**src/rtl/assert_macros.svh**
```systemverilog
// assertion helpers shared by the rtl
`ifndef ASSERT_MACROS_SVH
`define ASSERT_MACROS_SVH

// property checked on every rising clock edge outside reset
`define ASSERT_CLK(label, clk, rst_n, prop, msg) \
    label: assert property (@(posedge clk) disable iff (!rst_n) (prop)) else $error(msg);

// implication whose property is checked in the cycle after the condition
`define ASSERT_NEXT(label, clk, rst_n, cond, prop, msg) \
    label: assert property (@(posedge clk) disable iff (!rst_n) (cond) |=> (prop)) else $error(msg);

`endif

```
**src/rtl/bfa_pkg.sv**
```systemverilog
// ----------------------------------------------------------------------------
// bfa_pkg
// Types and codes shared by the best-fit allocator modules.
// ----------------------------------------------------------------------------
package bfa_pkg;

    localparam int SIZE_W = 20;
    localparam int OFFS_W = 21;
    localparam int REQ_W  = 22;

    localparam logic [1:0] STATUS_OK    = 2'd0;
    localparam logic [1:0] STATUS_NOFIT = 2'd1;
    localparam logic [1:0] STATUS_FULL  = 2'd2;

    localparam logic KIND_ALLOC = 1'b0;
    localparam logic KIND_FREE  = 1'b1;

    typedef struct packed {
        logic              valid;
        logic [SIZE_W-1:0] size;
        logic [SIZE_W-1:0] start;
    } entry_t;

    typedef struct packed {
        logic remove;
        logic insert;
    } cell_ctrl_t;

    typedef enum logic [2:0] {
        ST_IDLE,
        ST_SEL,
        ST_GRP,
        ST_TAKE,
        ST_INS,
        ST_DONE
    } state_t;

endpackage

```
**src/rtl/bfa_cell.sv**
```systemverilog
// ----------------------------------------------------------------------------
// bfa_cell
// One slot of the sorted free list; shifts left on remove, right on insert.
// ----------------------------------------------------------------------------
module bfa_cell #(
    parameter logic        INIT_VALID = 1'b0,
    parameter logic [19:0] INIT_SIZE  = 20'd0
) (
    input  logic                          clk,
    input  logic                          rst_n,
    input  bfa_pkg::cell_ctrl_t           ctrl,
    input  logic [bfa_pkg::REQ_W-1:0]     req,
    input  bfa_pkg::entry_t               key,
    input  bfa_pkg::entry_t               left,
    input  logic                          left_less,
    input  logic                          left_fits,
    input  bfa_pkg::entry_t               right,
    output bfa_pkg::entry_t               cur,
    output logic                          less,
    output logic                          fits,
    output logic                          sel
);

    bfa_pkg::entry_t entry_reg;
    bfa_pkg::entry_t entry_next;

    assign cur  = entry_reg;
    // list is sorted by size then start, so fits is monotone along the row
    assign fits = entry_reg.valid && ({2'b00, entry_reg.size} >= req);
    assign sel  = fits && !left_fits;
    assign less = entry_reg.valid &&
                  ({entry_reg.size, entry_reg.start} <= {key.size, key.start});

    always_comb
    begin
        entry_next = entry_reg;
        if (ctrl.remove)
        begin
            if (fits || !entry_reg.valid)
            begin
                entry_next = right;
            end
        end
        else if (ctrl.insert)
        begin
            if (!less)
            begin
                entry_next = left_less ? key : left;
            end
        end
    end

    always_ff @(posedge clk or negedge rst_n)
    begin
        if (!rst_n)
        begin
            entry_reg.valid <= INIT_VALID;
            entry_reg.size  <= INIT_SIZE;
            entry_reg.start <= '0;
        end
        else
        begin
            entry_reg <= entry_next;
        end
    end

endmodule

```
**config.mk**
```make
export PLATFORM = sky130hd
export DESIGN_NAME = bfa_cell
export DESIGN_NICKNAME = d
export VERILOG_FILES = /design/src/rtl/assert_macros.svh /design/src/rtl/bfa_pkg.sv /design/src/rtl/bfa_cell.sv
export SDC_FILE = /design/constraint.sdc
export NUM_CORES = 1
export LEC_CHECK = 0
export BUFFER_PORTS_ARGS = -buffer_cell sky130_fd_sc_hd__buf_2
export CORE_MARGIN = 10
export CORE_UTILIZATION = 35
export CTS_CLUSTER_SIZE = 20
export DETAILED_ROUTE_END_ITERATION = 7
export GPL_ROUTABILITY_DRIVEN = 0
export REMOVE_ABC_BUFFERS = 1
export SLEW_MARGIN = 40
export SYNTH_ARGS = -nofsm -noshare
export SYNTH_HDL_FRONTEND = slang
export SYNTH_SLANG_ARGS = --single-unit
```
**constraint.sdc**
```tcl
create_clock -name clk -period 3.1 [get_ports clk]
set_clock_uncertainty 0.05 [all_clocks]
set_input_delay 0.31 -clock clk [delete_from_list [all_inputs] [get_ports clk]]
set_output_delay 0.31 -clock clk [all_outputs]
set_load 0.005 [all_outputs]
```
==> flow_metrics.py <==
metrics = {
    "floorplanning": {
        "dieWidth_um": 126,
        "dieArea_sq_um": 15900,
        "die_y_um": 126,
        "core-area_sq_um": 10900,
        "ios": 195,
        "core.rowCount": 38,
        "start_util_pct": 36.0,
    },
    "cts": {
        "clk_latency_ns": 0.28,
        "cts-root-buf": "clkbuf_16",
        "numCtsBuffers": 5,
        "cts_tree": "yes",
        "clock_sinks": 41,
        "cts_max_level": 2,
        "path_clk_slew_ns": 0.06,
        "clk_path_buf_depth": 2,
    },
    "final_layout": {
        "drive_gt1_share_pct": 33.6,
        "largest_register_ffs": 41,
        "diodes": 0,
        "syn2layout_area_growth_pct": 32.8,
        "fin_util_pct": 47.8,
        "fin_nets": 844,
        "final_area_sq_um": 5220,
    },
    "synthesis": {
        "synthFlopType": "dfrtp_1",
        "syn_area_per_cell_sq_um": 8.88,
        "yosysSeqAreaShare_pct": 26.1,
        "ys_types": 36,
        "synth_edf_count": 0,
        "yosysMostFrequentCell": "inv_1",
        "synthCells": 443,
        "netlist_area_sq_um": 3930,
        "ys_warn_count": 0,
        "synth.top_cell.area_share_pct": 26.1,
        "ys_top_cells_by_count": "inv_1, ha_1, nand2_1",
        "synth.area.top_cells": "dfrtp_1, ha_1, mux2i_1",
        "synth-seq-cells": 41,
        "synthArstFlopShare_pct": 100,
        "yosys.area.top_type": "dfrtp_1",
    },
    "sta": {
        "layout_setup_ws_ns": 0.228,
        "whs_ns": 0.287,
        "period_minus_slack_ns": 2.87,
        "final_hold_viol_count": 0,
        "rsz0062_at_grt": "false",
        "worst_pin_slew_ns": 0.636,
        "max_freq_mhz": 348,
        "fin_crit_sh_pct": 92.6,
        "finalSetupViolations": 0,
        "slew_headroom_pct": 57.6,
        "drv_slew": 0,
    },
    "detailed_routing": {
        "vias": 3778,
        "antenna_left": 0,
        "wl_per_cell_um": 16.3,
        "drtPass1Iterations": 4,
        "wl_um": 12600,
        "route.detailed.drc": 0,
        "viasPerCell": 4.88,
        "drt-initial-drc-count": 83,
    },
    "global_routing": {
        "first_global_vias": 4160,
        "grt_max_degree": 71,
        "overflow": 0,
        "antenna_found_initial": 0,
        "grt_pass1_wl_um": 20500,
        "grt_usage_pct": 15.4,
    },
    "worst_setup_path": {
        "setup.worst_path.start_class": "register",
        "cp_cell_sequence": "ha_1, nand4_1, nor4_4, o311ai_1, nand3_1, o31ai_2, a311oi_4, buf_12, mux2_1",
        "r2r_cells": 9,
        "cp_data_required_time_ns": 3.20,
        "cpPeakStageDelay_ns": 0.42,
        "reg2reg_slack_ns": 0.23,
        "path_class": "register to register",
        "crit_fanout": 31,
        "r2r_start": "cur[31]",
        "reg2reg_to": "cur[15]",
        "crit_path_top_delay_cell": "dfrtp_1",
        "end_kind": "register",
        "arrival_ns": 2.98,
    },
    "placement": {
        "portBuffers": 194,
        "placed_area_sq_um": 5040,
        "hpwl_um": 10800,
        "dp_slack_ns": 0.0434,
    },
    "pwr": {
        "irDropWorstVdd_mv": 0.308,
        "powerDensity_nw_per_um2": 589,
        "p_leak_nw": 2.97,
    },
    "outcome": {
        "status": "completed",
    },
    "run": {
        "maxCapViolations": 0,
    },
    "min_path": {
        "min_to": "cur[0]",
        "min_from": "right[0]",
        "hold_class": "primary input to register",
        "min_path_cells": 3,
    },
}
## through the flow
step / setup TNS [ns] / power (mW) / std cells
after floorplan: -13.10 / 1.86 / 425
after global placement: 0 / 2.54 / 763
after detailed placement: 0 / 2.60 / 763
after CTS: 0 / 3.12 / 772
after global routing: 0 / 3.41 / 774
final: 0 / 3.07 / 774
## worst max-delay path: cells and delay by family, from the launching register on
family,cells,cell delay [ns]
muxes,1,0.35
DFF,1,0.42
AOI/OAI and AO/OA,3,0.61
buffers and inverters,1,0.25
and+or+nand+nor,3,0.70
adders and majority gates,1,0.34
## report_power, final
part           total, mW  internal (mW)  leakage [nW]  switching (mW)
clock              0.496          0.300        0.0652           0.197
combinational       1.59          0.793          2.41           0.798
sequential         0.987          0.759         0.491           0.228
## logic make-up (layout without fill, tap and decap cells)
family                     Yosys count  count (layout)  synth area share [%]
AOI/OAI and AO/OA                   92              92                  13.6
buffers and inverters               80             271                  8.40
and+or+nand+nor                     88              88                  10.8
DFF                                 41              41                  26.1
adders and majority gates           60              60                  19.1
muxes                               82              82                  22.1
## layout by cell type, fill, tap and decap left out, types with 2 or more instances in the layout
| cell type | n |
|---|---|
| clkbuf_16 | 5 |
| mux2_1 | 38 |
| a21oi_1 | 29 |
| clkbuf_1 | 3 |
| mux2i_1 | 43 |
| buf_4 | 5 |
| nand4_1 | 10 |
| nor2b_1 | 3 |
| o21ai_0 | 46 |
| a21o_1 | 5 |
| nor2_1 | 4 |
| nor3_1 | 2 |
| ha_1 | 60 |
| dfrtp_1 | 41 |
| nand3_1 | 8 |
| buf_2 | 193 |
| inv_1 | 62 |
| nand2_1 | 52 |
| nor4_4 | 2 |
| buf_12 | 2 |
## how the worst max path moves through the flow
stage / slack (ns) / depth (start not counted) / startpoint / to
after floorplan: -0.37 / 8 / cur[38] / cur[18]
after global placement: 0.08 / 11 / key[22] / cur[18]
after detailed placement: 0.04 / 11 / key[22] / cur[15]
after CTS: 0.06 / 9 / cur[22] / cur[15]
after global routing: 0.03 / 9 / cur[35] / cur[15]
final: 0.23 / 9 / cur[31] / cur[15]
## per-layer routing
metal | global-route usage (%) | up-vias | wire length (um)
li1 | - | 1931 | -
met1 | 18.4 | 1706 | 5770
met2 | 26.4 | 139 | 5890
met3 | 5.16 | 2 | 933
met4 | 2.41 | 0 | 44
met5 | 0 | - | 0
## final cells by class
cell class,instances,area (sq um)
clock buffers,8,136
flip-flops and latches,41,1030
inverters,62,233
repair buffers,201,1050
fillers,1048,5710
multi-input cells,322,2600
well taps,140,175
## what timing repair did
action | 4_1_cts | 5_1_grt
hold buffers | 1 | 0
gates resized for setup | 0 | 4
endpoints found under the hold margin | 25 | 0
setup buffers | 0 | 2
setup endpoints to repair | 0 | 39
Power figures use the tool's default switching activity.
